`config.mk`:
```
export PLATFORM = sky130hd
export DESIGN_NAME = rational_arith_unit
export DESIGN_NICKNAME = d
export VERILOG_FILES = /design/src/hw/rtl/rau_pkg.sv /design/src/hw/rtl/rational_arith_unit.sv /design/src/hw/rtl/rau_dp.sv /design/src/hw/rtl/rau_ctrl.sv
export VERILOG_INCLUDE_DIRS = /design/src /design/src/hw/rtl
export SDC_FILE = /design/constraint.sdc
export NUM_CORES = 2
export LEC_CHECK = 0
export ABC_AREA = 1
export BUFFER_PORTS_ARGS = -buffer_cell sky130_fd_sc_hd__buf_4
export CORE_MARGIN = 1.5
export CORE_UTILIZATION = 30
export CTS_BUF_LIST = sky130_fd_sc_hd__clkbuf_2
export DETAILED_ROUTE_END_ITERATION = 6
export HOLD_SLACK_MARGIN = 0.02
export PLACE_DENSITY_LB_ADDON = 0.05
export SLEW_MARGIN = 20
export SYNTH_ARGS = -nofsm -noshare
export SYNTH_HDL_FRONTEND = slang
export SYNTH_SLANG_ARGS = --single-unit
export TNS_END_PERCENT = 10
```
`constraint.sdc`:
```
create_clock -name i_clk -period 7.4 [get_ports i_clk]
set_clock_uncertainty 0.2 [all_clocks]
set_input_delay 1.48 -clock i_clk [delete_from_list [all_inputs] [get_ports i_clk]]
set_output_delay 1.48 -clock i_clk [all_outputs]
set_load 0.05 [all_outputs]
```
`src/hw/rtl/rational_arith_unit_macros.svh`:
```
// Assertion macros used by the rational arithmetic unit controller.
`ifndef RATIONAL_ARITH_UNIT_MACROS_SVH
`define RATIONAL_ARITH_UNIT_MACROS_SVH

// Same-cycle implication, disabled while reset is asserted.
`define RAU_ASSERT_IMP(label, clk, rst_n, ante, cons, msg) \
    label: assert property (@(posedge clk) disable iff (!rst_n) (ante) |-> (cons)) \
        else $error(msg);

// Next-cycle implication, disabled while reset is asserted.
`define RAU_ASSERT_NXT(label, clk, rst_n, ante, cons, msg) \
    label: assert property (@(posedge clk) disable iff (!rst_n) (ante) |=> (cons)) \
        else $error(msg);

`endif

```
`src/hw/rtl/rau_pkg.sv`:
```
// Types and constants shared by the rational arithmetic unit modules.
package rau_pkg;

    typedef enum logic [1:0] {
        OP_ADD = 2'd0,
        OP_SUB = 2'd1,
        OP_MUL = 2'd2,
        OP_DIV = 2'd3
    } t_op;

    typedef enum logic [2:0] {
        ST_IDLE,
        ST_MUL,
        ST_FORM,
        ST_PREP,
        ST_GCD,
        ST_DIV,
        ST_FIN
    } t_state;

    // which cross product the shared multiplier forms
    typedef enum logic [1:0] {
        MS_NUM_A = 2'd0,
        MS_NUM_B = 2'd1,
        MS_DEN   = 2'd2
    } t_mul_sel;

    localparam int MUL_STEPS = 3;

    typedef struct packed {
        logic     load;
        logic     mul_en;
        t_mul_sel mul_sel;
        logic     form;
        logic     prep;
        logic     gcd_step;
        logic     div_init;
        logic     div_step;
        logic     out_load;
    } t_cmd;

    typedef struct packed {
        logic reduce;
        logic gcd_done;
    } t_sts;

endpackage

```
`src/hw/rtl/rational_arith_unit.sv`:
```
// Top level of the rational arithmetic unit: fraction add, sub, mul, div with reduction.
//
//  channel  dir  tdata fields, low bit first
//  s_axis   in   operation[1:0], left_num, left_den, right_num, right_den (W each), zero pad
//  m_axis   out  result_num, result_den (2W+1 each), zero pad
//
//  One item at a time. Accept, three cross products on one shared multiplier, form, prep.
//  No reduction: the raw fraction goes to the output register and m_axis_tvalid rises.
//  Reduction: binary gcd, then a bit-serial divide of both lanes by the gcd
//  over 2W+1 quotient bits before the result is loaded.
//  Result sits in an output register; the next item is taken while it waits,
//  and stalls in its last step until the sink takes the earlier result.
//  Reset is synchronous, active low; it drops any item in flight and any pending result.
module rational_arith_unit
    import rau_pkg::*;
#(
    parameter int OPERAND_WIDTH = 16
) (
    input  logic i_clk,
    input  logic i_rst_n,
    input  logic s_axis_tvalid,
    output logic s_axis_tready,
    // operation, left_num, left_den, right_num, right_den
    input  logic [((4*OPERAND_WIDTH+2+7)/8)*8-1:0] s_axis_tdata,
    output logic m_axis_tvalid,
    input  logic m_axis_tready,
    // result_num, result_den
    output logic [((4*OPERAND_WIDTH+2+7)/8)*8-1:0] m_axis_tdata
);

    localparam int W  = OPERAND_WIDTH;
    localparam int RW = 2 * W + 1;
    localparam int DW = ((4 * W + 2 + 7) / 8) * 8;

    t_cmd w_cmd;
    t_sts w_sts;
    logic signed [RW-1:0] w_res_num, w_res_den;

    rau_ctrl #(
        .RES_WIDTH (RW)
    ) u_ctrl (
        .i_clk     (i_clk),
        .i_rst_n   (i_rst_n),
        .i_s_valid (s_axis_tvalid),
        .o_s_ready (s_axis_tready),
        .o_m_valid (m_axis_tvalid),
        .i_m_ready (m_axis_tready),
        .i_sts     (w_sts),
        .o_cmd     (w_cmd)
    );

    rau_dp #(
        .W (W)
    ) u_dp (
        .i_clk        (i_clk),
        .i_cmd        (w_cmd),
        .o_sts        (w_sts),
        .i_operation  (s_axis_tdata[1:0]),
        .i_left_num   (s_axis_tdata[2+W-1:2]),
        .i_left_den   (s_axis_tdata[2+2*W-1:2+W]),
        .i_right_num  (s_axis_tdata[2+3*W-1:2+2*W]),
        .i_right_den  (s_axis_tdata[2+4*W-1:2+3*W]),
        .o_result_num (w_res_num),
        .o_result_den (w_res_den)
    );

    assign m_axis_tdata = DW'({w_res_den, w_res_num});

endmodule

```
`src/hw/rtl/rau_dp.sv`:
```
// Datapath: shared multiplier, raw fraction, binary gcd and two-lane divider.
module rau_dp
    import rau_pkg::*;
#(
    parameter int W = 16
) (
    input  logic                  i_clk,
    input  t_cmd                  i_cmd,
    output t_sts                  o_sts,
    input  logic [1:0]            i_operation,
    input  logic signed [W-1:0]   i_left_num,
    input  logic signed [W-1:0]   i_left_den,
    input  logic signed [W-1:0]   i_right_num,
    input  logic signed [W-1:0]   i_right_den,
    output logic signed [2*W:0]   o_result_num,
    output logic signed [2*W:0]   o_result_den
);

    localparam int PW = 2 * W;
    localparam int RW = 2 * W + 1;

    t_op                 r_op;
    logic signed [W-1:0] r_ln, r_ld, r_rn, r_rd;
    logic signed [PW-1:0] r_pa, r_pb, r_pd;
    logic signed [RW-1:0] r_n, r_d;
    logic                r_neg_n, r_neg_d, r_reduce;
    logic [RW-1:0]       r_a, r_b, r_xn, r_xd, r_div, r_rem_n, r_rem_d;
    logic signed [RW-1:0] r_res_num, r_res_den;

    logic signed [W-1:0]  w_mul_a, w_mul_b;
    logic signed [PW-1:0] w_prod;
    logic [RW-1:0]        w_mag_n, w_mag_d;
    logic [RW-1:0]        n_a, n_b, n_xn, n_xd;
    logic [RW-1:0]        w_diff_ab, w_diff_ba;
    logic                 w_a_ge_b;
    logic [RW:0]          w_tn, w_td, w_subn, w_subd;
    logic                 w_qbit_n, w_qbit_d;
    logic [RW-1:0]        w_qn_s, w_qd_s;

    // operand selection for the shared multiplier
    always_comb begin
        w_mul_a = r_ld;
        w_mul_b = r_rd;
        unique case (i_cmd.mul_sel)
            MS_NUM_A: begin
                w_mul_a = (r_op == OP_ADD || r_op == OP_MUL) ? r_rn : r_rd;
                w_mul_b = (r_op == OP_ADD) ? r_ld : r_ln;
            end
            MS_NUM_B: begin
                w_mul_a = (r_op == OP_ADD) ? r_rd : r_ld;
                w_mul_b = (r_op == OP_ADD) ? r_ln : r_rn;
            end
            MS_DEN: begin
                w_mul_a = r_ld;
                w_mul_b = (r_op == OP_DIV) ? r_rn : r_rd;
            end
            default: begin
                w_mul_a = r_ld;
                w_mul_b = r_rd;
            end
        endcase
    end

    assign w_prod = w_mul_a * w_mul_b;

    assign w_mag_n = r_n[RW-1] ? (~r_n + RW'(1)) : r_n;
    assign w_mag_d = r_d[RW-1] ? (~r_d + RW'(1)) : r_d;

    // binary gcd step; common factors of two come off the dividends too
    assign w_diff_ab = r_a - r_b;
    assign w_diff_ba = r_b - r_a;
    assign w_a_ge_b  = (r_a >= r_b);

    always_comb begin
        n_a  = r_a;
        n_b  = r_b;
        n_xn = r_xn;
        n_xd = r_xd;
        priority if (!r_a[0] && !r_b[0]) begin
            n_a  = r_a >> 1;
            n_b  = r_b >> 1;
            n_xn = r_xn >> 1;
            n_xd = r_xd >> 1;
        end else if (!r_a[0]) begin
            n_a = r_a >> 1;
        end else if (!r_b[0]) begin
            n_b = r_b >> 1;
        end else if (w_a_ge_b) begin
            n_a = w_diff_ab >> 1;
        end else begin
            n_b = w_diff_ba >> 1;
        end
    end

    // restoring division, one quotient bit per lane per cycle
    assign w_tn     = {r_rem_n, r_xn[RW-1]};
    assign w_td     = {r_rem_d, r_xd[RW-1]};
    assign w_subn   = w_tn - {1'b0, r_div};
    assign w_subd   = w_td - {1'b0, r_div};
    assign w_qbit_n = !w_subn[RW];
    assign w_qbit_d = !w_subd[RW];

    assign w_qn_s = r_neg_n ? (~r_xn + RW'(1)) : r_xn;
    assign w_qd_s = r_neg_d ? (~r_xd + RW'(1)) : r_xd;

    always_ff @(posedge i_clk) begin
        if (i_cmd.load) begin
            r_op <= t_op'(i_operation);
            r_ln <= i_left_num;
            r_ld <= i_left_den;
            r_rn <= i_right_num;
            r_rd <= i_right_den;
        end
        if (i_cmd.mul_en) begin
            unique case (i_cmd.mul_sel)
                MS_NUM_A: r_pa <= w_prod;
                MS_NUM_B: r_pb <= w_prod;
                MS_DEN:   r_pd <= w_prod;
                default:  r_pd <= w_prod;
            endcase
        end
        if (i_cmd.form) begin
            unique case (r_op)
                OP_ADD:  r_n <= RW'(r_pa) + RW'(r_pb);
                OP_SUB:  r_n <= RW'(r_pa) - RW'(r_pb);
                default: r_n <= RW'(r_pa);
            endcase
            r_d <= RW'(r_pd);
        end
        if (i_cmd.prep) begin
            r_neg_n  <= r_n[RW-1];
            r_neg_d  <= r_d[RW-1];
            // reduce only when max(n, d) >= 2
            r_reduce <= (!r_n[RW-1] && (r_n[RW-1:1] != '0)) ||
                        (!r_d[RW-1] && (r_d[RW-1:1] != '0));
            r_a  <= w_mag_n;
            r_b  <= w_mag_d;
            r_xn <= w_mag_n;
            r_xd <= w_mag_d;
        end
        if (i_cmd.gcd_step) begin
            r_a  <= n_a;
            r_b  <= n_b;
            r_xn <= n_xn;
            r_xd <= n_xd;
        end
        if (i_cmd.div_init) begin
            r_div   <= (r_a == '0) ? r_b : r_a;
            r_rem_n <= '0;
            r_rem_d <= '0;
        end
        if (i_cmd.div_step) begin
            r_rem_n <= w_qbit_n ? w_subn[RW-1:0] : w_tn[RW-1:0];
            r_rem_d <= w_qbit_d ? w_subd[RW-1:0] : w_td[RW-1:0];
            r_xn    <= {r_xn[RW-2:0], w_qbit_n};
            r_xd    <= {r_xd[RW-2:0], w_qbit_d};
        end
        if (i_cmd.out_load) begin
            r_res_num <= r_reduce ? $signed(w_qn_s) : r_n;
            r_res_den <= r_reduce ? $signed(w_qd_s) : r_d;
        end
    end

    assign o_sts.reduce   = r_reduce;
    assign o_sts.gcd_done = (r_a == '0) || (r_b == '0);
    assign o_result_num   = r_res_num;
    assign o_result_den   = r_res_den;

endmodule

```
`src/hw/rtl/rau_ctrl.sv`:
```
// Controller: sequences multiply, reduce and divide, owns the handshakes.
module rau_ctrl
    import rau_pkg::*;
#(
    parameter int RES_WIDTH = 33
) (
    input  logic i_clk,
    input  logic i_rst_n,
    input  logic i_s_valid,
    output logic o_s_ready,
    output logic o_m_valid,
    input  logic i_m_ready,
    input  t_sts i_sts,
    output t_cmd o_cmd
);

    `include "rational_arith_unit_macros.svh"

    localparam int CW = $clog2(RES_WIDTH);

    t_state        r_state, n_state;
    logic [CW-1:0] r_cnt, n_cnt;
    logic          r_out_valid, n_out_valid;
    t_cmd          w_cmd;

    always_ff @(posedge i_clk) begin
        if (!i_rst_n) begin
            r_state     <= ST_IDLE;
            r_cnt       <= '0;
            r_out_valid <= 1'b0;
        end else begin
            r_state     <= n_state;
            r_cnt       <= n_cnt;
            r_out_valid <= n_out_valid;
        end
    end

    always_comb begin
        n_state   = r_state;
        n_cnt     = r_cnt;
        w_cmd     = '0;
        o_s_ready = 1'b0;
        unique case (r_state)
            ST_IDLE: begin
                o_s_ready = 1'b1;
                if (i_s_valid) begin
                    w_cmd.load = 1'b1;
                    n_cnt      = '0;
                    n_state    = ST_MUL;
                end
            end
            ST_MUL: begin
                w_cmd.mul_en  = 1'b1;
                w_cmd.mul_sel = t_mul_sel'(r_cnt[1:0]);
                if (r_cnt == CW'(MUL_STEPS - 1)) begin
                    n_cnt   = '0;
                    n_state = ST_FORM;
                end else begin
                    n_cnt = r_cnt + CW'(1);
                end
            end
            ST_FORM: begin
                w_cmd.form = 1'b1;
                n_state    = ST_PREP;
            end
            ST_PREP: begin
                w_cmd.prep = 1'b1;
                n_state    = ST_GCD;
            end
            ST_GCD: begin
                priority if (!i_sts.reduce) begin
                    n_state = ST_FIN;
                end else if (i_sts.gcd_done) begin
                    w_cmd.div_init = 1'b1;
                    n_cnt          = '0;
                    n_state        = ST_DIV;
                end else begin
                    w_cmd.gcd_step = 1'b1;
                end
            end
            ST_DIV: begin
                w_cmd.div_step = 1'b1;
                if (r_cnt == CW'(RES_WIDTH - 1)) begin
                    n_cnt   = '0;
                    n_state = ST_FIN;
                end else begin
                    n_cnt = r_cnt + CW'(1);
                end
            end
            ST_FIN: begin
                // wait for the output register to free up
                if (!r_out_valid || i_m_ready) begin
                    w_cmd.out_load = 1'b1;
                    n_state        = ST_IDLE;
                end
            end
            default: begin
                n_state = ST_IDLE;
            end
        endcase
        n_out_valid = w_cmd.out_load ? 1'b1 : (r_out_valid && !i_m_ready);
    end

    assign o_cmd     = w_cmd;
    assign o_m_valid = r_out_valid;

    `RAU_ASSERT_IMP(a_no_overwrite, i_clk, i_rst_n, w_cmd.out_load, (!r_out_valid || i_m_ready), "pending result overwritten")
    `RAU_ASSERT_NXT(a_accept_to_mul, i_clk, i_rst_n, (i_s_valid && o_s_ready), (r_state == ST_MUL && r_cnt == '0), "accepted item did not start multiply")
    `RAU_ASSERT_IMP(a_gcd_stops, i_clk, i_rst_n, w_cmd.gcd_step, (!i_sts.gcd_done && i_sts.reduce), "gcd stepped after finishing")
    `RAU_ASSERT_IMP(a_div_bound, i_clk, i_rst_n, (r_state == ST_DIV), (r_cnt <= CW'(RES_WIDTH - 1)), "divider ran past its bit count")

endmodule
```
* Word level (Yosys, flattened, before mapping)
Cells that the tools add are included.
Cells by class: add/sub/neg operators 11, multipliers 1, magnitude comparators 1, eq/ne operators 25, muxes and demuxes 65, bitwise logic cells 5, reduce and logical (&&, ||, !) cells 37
Operator list (count):
- 2-to-1 mux 33 bit | 30
- inverter 33 bit | 3
- 2-to-1 mux 16 bit | 5
- subtractor 34 x 33 -> 34 bit | 2
- adder 33 x 1 -> 33 bit (second input constant) | 2
- adder 33 x 2 -> 33 bit (second input constant) | 2
- zero test 33 bit | 2
- case mux 33 bit (2 select lines) | 1
- subtractor 33 bit | 2
- nonzero test 32 bit | 2
- case mux 16 bit (3 select lines) | 1
- adder 32 x 32 -> 33 bit | 1
- >= comparator 33 bit | 1
- inverter 32 -> 33 bit | 1
- subtractor 32 x 32 -> 33 bit | 1
- multiplier 16 x 16 -> 32 bit | 1
- case mux 16 bit (2 select lines) | 1
- 2-to-1 mux 6 bit | 5
- case mux 6 bit (4 select lines) | 1
- 2-to-1 mux 3 bit | 7
- case mux 3 bit (7 select lines) | 1
- != test 4 bit (second input constant) | 3
- 2-to-1 mux 1 bit | 11
- != test 2 x 1 -> 1 bit (second input constant) | 5
- 27 further kinds | 54
Word-level totals: bits in registers 537, bits of input ports 76, output and inout bits 74, word-level logic and storage cells 172

* Longest topological paths before layout
word-level depth 7, mapped depth 37, mapped depth without buffers 36

* Cells and area by module
From an unflattened synthesis, not the netlist that was laid out.
Second synthesis, totals: cell total of the unflattened synthesis 6320, area, all modules 48604.1 um^2
By module, submodules not included:
- rau_dp | times used 1, cells each 6188, area each 47792.1 um^2, sequential area each 15825.2 um^2
- rau_ctrl | times used 1, cells each 125, area each 763.2 um^2, sequential area each 200.2 um^2
- rational_arith_unit | times used 1, cells each 7, area each 48.8 um^2, sequential area each 0.0 um^2

* Least setup slack after synthesis
Ideal clock, no wire load.
kind register -> register, from reg u_ctrl.r_state[0], to reg u_dp.r_pa[31], data pin, setup time 272 ps, arrival 6524 ps, data required time 6928 ps, setup slack 403 ps, cell stages (with the launch flop) 28, buffers on the path 1, clock period less this slack 6997 ps, cells stage by stage dfxtp_1 > nand2_4 > nor2_8 > nand2_4 > nor2_8 > buf_4 > o211ai_1 > o2111ai_1 > o21ai_1 > nor2_1 > inv_1 > fa_1 > inv_1 > fa_1 > inv_1 > fa_1 > fa_1 > fa_1 > fa_1 > inv_1 > ha_1 > inv_1 > nor3_1 > nand2_1 > nor4_1 > nand2_1 > o211ai_1 > xor2_1
Between the ends: longest elaborated chain between the ends 5, elaborated cells on any way between the ends 8, those cells by class mul: 1; eq/ne: 3; mux: 3; reduce/logical: 1
RTL lines:
- start: declaration | line rau_ctrl.sv:21 | t_state r_state, n_state;
- start signal: assignment | line rau_ctrl.sv:32 | r_state <= n_state;
- == test 3 x 1 -> 1 bit * | line rau_ctrl.sv:43 | unique case (r_state)
- 2-to-1 mux 3 bit * | line rau_ctrl.sv:43
- == test 2 bit (tied with other cells) | line rau_dp.sv:44 | unique case (i_cmd.mul_sel)
- case mux 16 bit (3 select lines) / case mux 16 bit (2 select lines) (equally long branches) | line rau_dp.sv:44
- multiplier 16 x 16 -> 32 bit * | line rau_dp.sv:64 | assign w_prod = w_mul_a * w_mul_b;
- net u_dp.w_prod[31] | line rau_dp.sv:31 | logic signed [PW-1:0] w_prod;
- end signal: assignment | line rau_dp.sv:116 | MS_NUM_A: r_pa <= w_prod;
- end: declaration | line rau_dp.sv:24 | logic signed [PW-1:0] r_pa, r_pb, r_pd;
The timed path passes the listed nets; every way through them passes the cells marked *. A chain may end at the register's enable or synchronous reset.

* Worst setup path in the final report
from reg u_ctrl.r_state[1], to reg u_dp.r_pd[29], data pin
Between the ends: longest elaborated chain between the ends 5, elaborated cells on any way between the ends 8, those cells by class mul: 1; eq/ne: 3; mux: 3; reduce/logical: 1
RTL lines:
- == test 3 x 1 -> 1 bit * | line rau_ctrl.sv:43
- 2-to-1 mux 3 bit * | line rau_ctrl.sv:43
- == test 2 bit (tied with other cells) | line rau_dp.sv:44
- case mux 16 bit (3 select lines) / case mux 16 bit (2 select lines) (equally long branches) | line rau_dp.sv:44
- multiplier 16 x 16 -> 32 bit * | line rau_dp.sv:64
- net u_dp.w_prod[29] | line rau_dp.sv:31
- end signal: assignment | line rau_dp.sv:118 | MS_DEN: r_pd <= w_prod;
- end signal: assignment | line rau_dp.sv:119 | default: r_pd <= w_prod;
- end: declaration | line rau_dp.sv:24
Marked as above.

==> out/qor_table.md <==
| Item | Value | Unit |
| --- | --- | --- |
| DRT antenna net count | 0 | - |
| Signed area change from the synthesized netlist to the final layout | 15.0 | % |
| Setup repair after global routing missed its margin | true | - |
| Per-cell via count in the routed design | 4.82 | - |
| Row Count | 148 | - |
| Cell chosen for the clock root | clkbuf_2 | - |
| Std-Cell Core Area | 0.163 | mm^2 |
| Synthesized flop and latch total | 537 | - |
| Starting density of the core | 30.3 | % |
| TritonCTS clock tree | yes | - |
| Number of failing hold endpoints at the final stage | 0 | - |
| Overflow left after global routing | 0 | - |
| Number of distinct standard cells referenced by the synthesized netlist | 65 | - |
| Average size of a mapped cell | 7.53 | um^2 |
| CP arrival | 8.22 | ns |
| Number of levels the H-tree was split into | 4 | - |
| Reported max-cap violation count | 0 | - |
| Slowest cell on crit path | fa_2 | - |
| Period utilisation layout | 96.3 | % |
| Worst stage delay on the critical path | 0.61 | ns |
| Leading post-synthesis cells by cell area | edfxtp_1 (32%), nand2_1 (13%), fa_1 (11%), inv_1 (8.2%), ha_1 (6.4%) | - |
| Maximum fanout along the worst path | 13 | - |
| Most prevalent standard cell on the critical path | fa_1 | - |
| Post-Syn Area | 0.0495 | mm^2 |
| Wire length after detailed routing | 193000 | um |
| Number of nets in the layout | 7609 | - |
| Number of port buffers | 137 | - |
| Buffers from clock root to sink, at most | 3 | - |
| Cell count after synthesis | 6578 | - |
| Clock input transition at the sequential cells of the worst setup and hold paths | 0.09 | ns |
| Path category of the worst min-delay check | reg2reg | - |
| Number of clock sinks | 537 | - |
| Average detailed-routed wire length per instance | 20.7 | um |
| GR Util All Layers | 22.8 | % |
| Number of cells on the worst hold path | 0 | - |
| Maximum clock frequency | 140 | MHz |
| Vias in the first global route | 44404 | - |
| Main synth FF type | edfxtp_1 | - |
| Horizontal die dimension | 409 | um |
| Number of primary I/O pins | 150 | - |
| Number of buffers inserted during clock tree synthesis | 167 | - |
| Die Span Y | 409 | um |
| Number of antenna violations at the first check in global routing | 7 | - |
| Insertion delay of the later-clocked pin in the worst-skew pair | 1.62 | ns |
| Cell type with the largest total area after synthesis | edfxtp_1 | - |
| DP Wirelength | 155000 | um |
| Yosys Warn Count | 0 | - |
| Count of vias placed by the detailed router | 44859 | - |
| Worst Path Class, Setup | reg2reg | - |
| Residual DRC | 0 | - |
| Layout cell share with drive strength beyond 1 | 11.8 | % |
| Actual transition at the worst max-transition pin | 1.15 | ns |
| Pin count of the biggest net entering global routing | 94 | - |
| Area of the die | 0.168 | mm^2 |
| Final Wtd Congestion | 0.910 | - |
| Portion of synthesized cell area occupied by the leading cell type | 31.9 | % |
| Reg2reg path depth | 29 | - |
| FF-to-FF setup slack | 0.27 | ns |
| Number of DRC violations after detailed-routing iteration 0 | 3461 | - |
| Share of the yosys chip area belonging to registers | 32.4 | % |
| Worst Setup End Kind | flop | - |
| Final setup violating endpoints | 0 | - |
| Shortest period the worst path allows | 7.13 | ns |
| Asr flop ratio synth | 0 | % |
| Number of pins with negative max-slew slack in the final report | 0 | - |
| Max-slew headroom | 23.4 | % |
| Detailed-router iteration count before antenna repair | 7 | - |
| Accumulated negative setup slack | 0 | ns |
| Status | finished clean | - |
| Setup crit start kind | flop | - |
| Worst endpoint required time | 8.49 | ns |
| Wire length of the first global-routing pass | 285000 | um |
| Number of enable-type register cells in the synthesized netlist | 527 | - |
kinds of logic after synthesis:
family | after synthesis | synth area share (%)
buffers and inverters | 1299 | 10.3
DFF | 537 | 32.4
and+or+nand+nor | 3115 | 26.2
other | 1 | 0.00757
adders and majority gates | 522 | 17.2
AOI/OAI and AO/OA | 883 | 10.0
xor gates and xnor gates | 221 | 3.91
state kept, by name (all words and copies together) (netlist names), 16 cells and up:
| signal | cells |
|---|---|
| u_dp.r_rem_d | 33 |
| u_dp.r_xd | 33 |
| u_dp.o_result_den | 33 |
| u_dp.r_a | 33 |
| u_dp.r_n | 33 |
| u_dp.r_rem_n | 33 |
| u_dp.r_pd | 32 |
| u_dp.r_div | 33 |
| u_dp.r_b | 33 |
| u_dp.r_ld | 16 |
| u_dp.r_pb | 32 |
| u_dp.r_xn | 33 |
| u_dp.o_result_num | 33 |
| u_dp.r_d | 32 |
| u_dp.r_rn | 16 |
| u_dp.r_pa | 32 |
| u_dp.r_ln | 16 |
| u_dp.r_rd | 16 |
repair_timing:
| action | 4_1_cts | 5_1_grt |
|---|---|---|
| pin swaps | 0 | 26 |
| buffers inserted | 0 | 14 |
| endpoints found under the setup margin | 4 | 57 |
| hold buffers | 68 | 0 |
| gates resized for setup | 2 | 89 |
| gates cloned | 0 | 2 |
| hold endpoints to repair | 76 | 0 |
cell type report:
| type | count | area (um^2) |
|---|---|---|
| Antenna cell | 8 | 20.0 |
| Clock buffer | 241 | 1210 |
| Clock inverter | 46 | 250 |
| Fill cell | 17742 | 106000 |
| Inverter | 1121 | 4240 |
| Multi-Input combinational cell | 4749 | 28800 |
| Sequential cell | 537 | 16000 |
| Tap cell | 2175 | 2720 |
| Timing Repair Buffer | 435 | 3680 |
routing by layer:
layer	vias to the layer above	part of all wire [%]	track usage (%)
met5	-	0.0052	0
met4	2	2.0	5.41
met3	186	5.1	3.44
met2	1133	45	36.2
met1	21528	48	32.2
li1	22010	-	-
placed cells by master, fill, tap and decap left out, drive strengths merged, types with 15 or more instances in the layout:
cell | Yosys | routed
fa | 267 | 267
nor3 | 66 | 66
edfxtp | 527 | 527
nand4 | 84 | 84
buf | 87 | 366
a31oi | 26 | 26
xnor2 | 64 | 64
o21a | 15 | 15
nor2 | 779 | 779
nand2 | 1729 | 1729
nand3 | 383 | 383
o211ai | 20 | 20
nand3b | 21 | 21
a21o | 16 | 16
o21ai | 425 | 425
clkbuf | 91 | 242
a21oi | 299 | 299
dlygate4sd3 | 0 | 68
clkinv | 5 | 46
xor2 | 157 | 157
or2 | 29 | 29
inv | 1116 | 1118
o21bai | 43 | 43
nor4 | 18 | 18
ha | 255 | 255
metrics by stage:
step	utilization [%]	setup slack, ns	hold slack (ns)	instances	area, um^2
2_1_floorplan	-	0.403	0.200	6584	49600
6_report	34.9	0.274	0.144	9312	56900
3_5_place_dp	33.2	-0.0290	0.205	8933	54300
4_1_cts	34.5	0.00241	0.117	9288	56400
3_3_place_gp	33.2	-0.0530	0.201	8933	54300
5_1_grt	34.9	-0.0240	0.173	9310	56900
critical path: cells and delay by family, from the launching register on:
family / cells / cell delay (ns)
AO/OA/AOI/OAI: 6 / 1.09
XOR/XNOR: 1 / 0.22
adder cells (fa/ha/maj): 7 / 3.41
buffers and inverters: 10 / 1.13
flip-flops: 1 / 0.32
AND/OR/NAND/NOR: 5 / 0.55
path summary, 6_finish.rpt:
check | to | startpoint
setup / recovery | u_dp.r_pd[29] | u_ctrl.r_state[1]
hold / removal | u_dp.r_d[4] | u_dp.r_pd[4]
setup reg to reg | u_dp.r_pd[29] | u_ctrl.r_state[1]
hold reg to reg | u_dp.r_d[4] | u_dp.r_pd[4]
synth_stat cells, types with 5 or more instances:
master,n
nor4_1,18
xnor2_1,64
a21oi_1,295
edfxtp_1,527
clkbuf_1,77
o21a_1,15
nand2_1,1713
nor3_1,63
o2111ai_1,9
o31ai_1,10
o21bai_1,24
clkbuf_2,14
or2_2,27
inv_1,1088
nand2_2,8
nor2_1,754
dfxtp_1,10
nor2_2,18
buf_2,45
a31oi_1,26
ha_1,255
o21ai_1,24
buf_6,15
xor2_1,157
o21bai_2,19
fa_1,267
buf_4,12
inv_2,27
nand3b_1,21
nor2_4,5
buf_1,15
nand2_4,8
o211ai_1,17
nand3_1,378
nand4_1,79
a21boi_0,9
o21ai_0,397
a21o_1,16
Power is not shown: default switching activity piles up to over one toggle a cycle in this logic, so the estimate is an artifact.
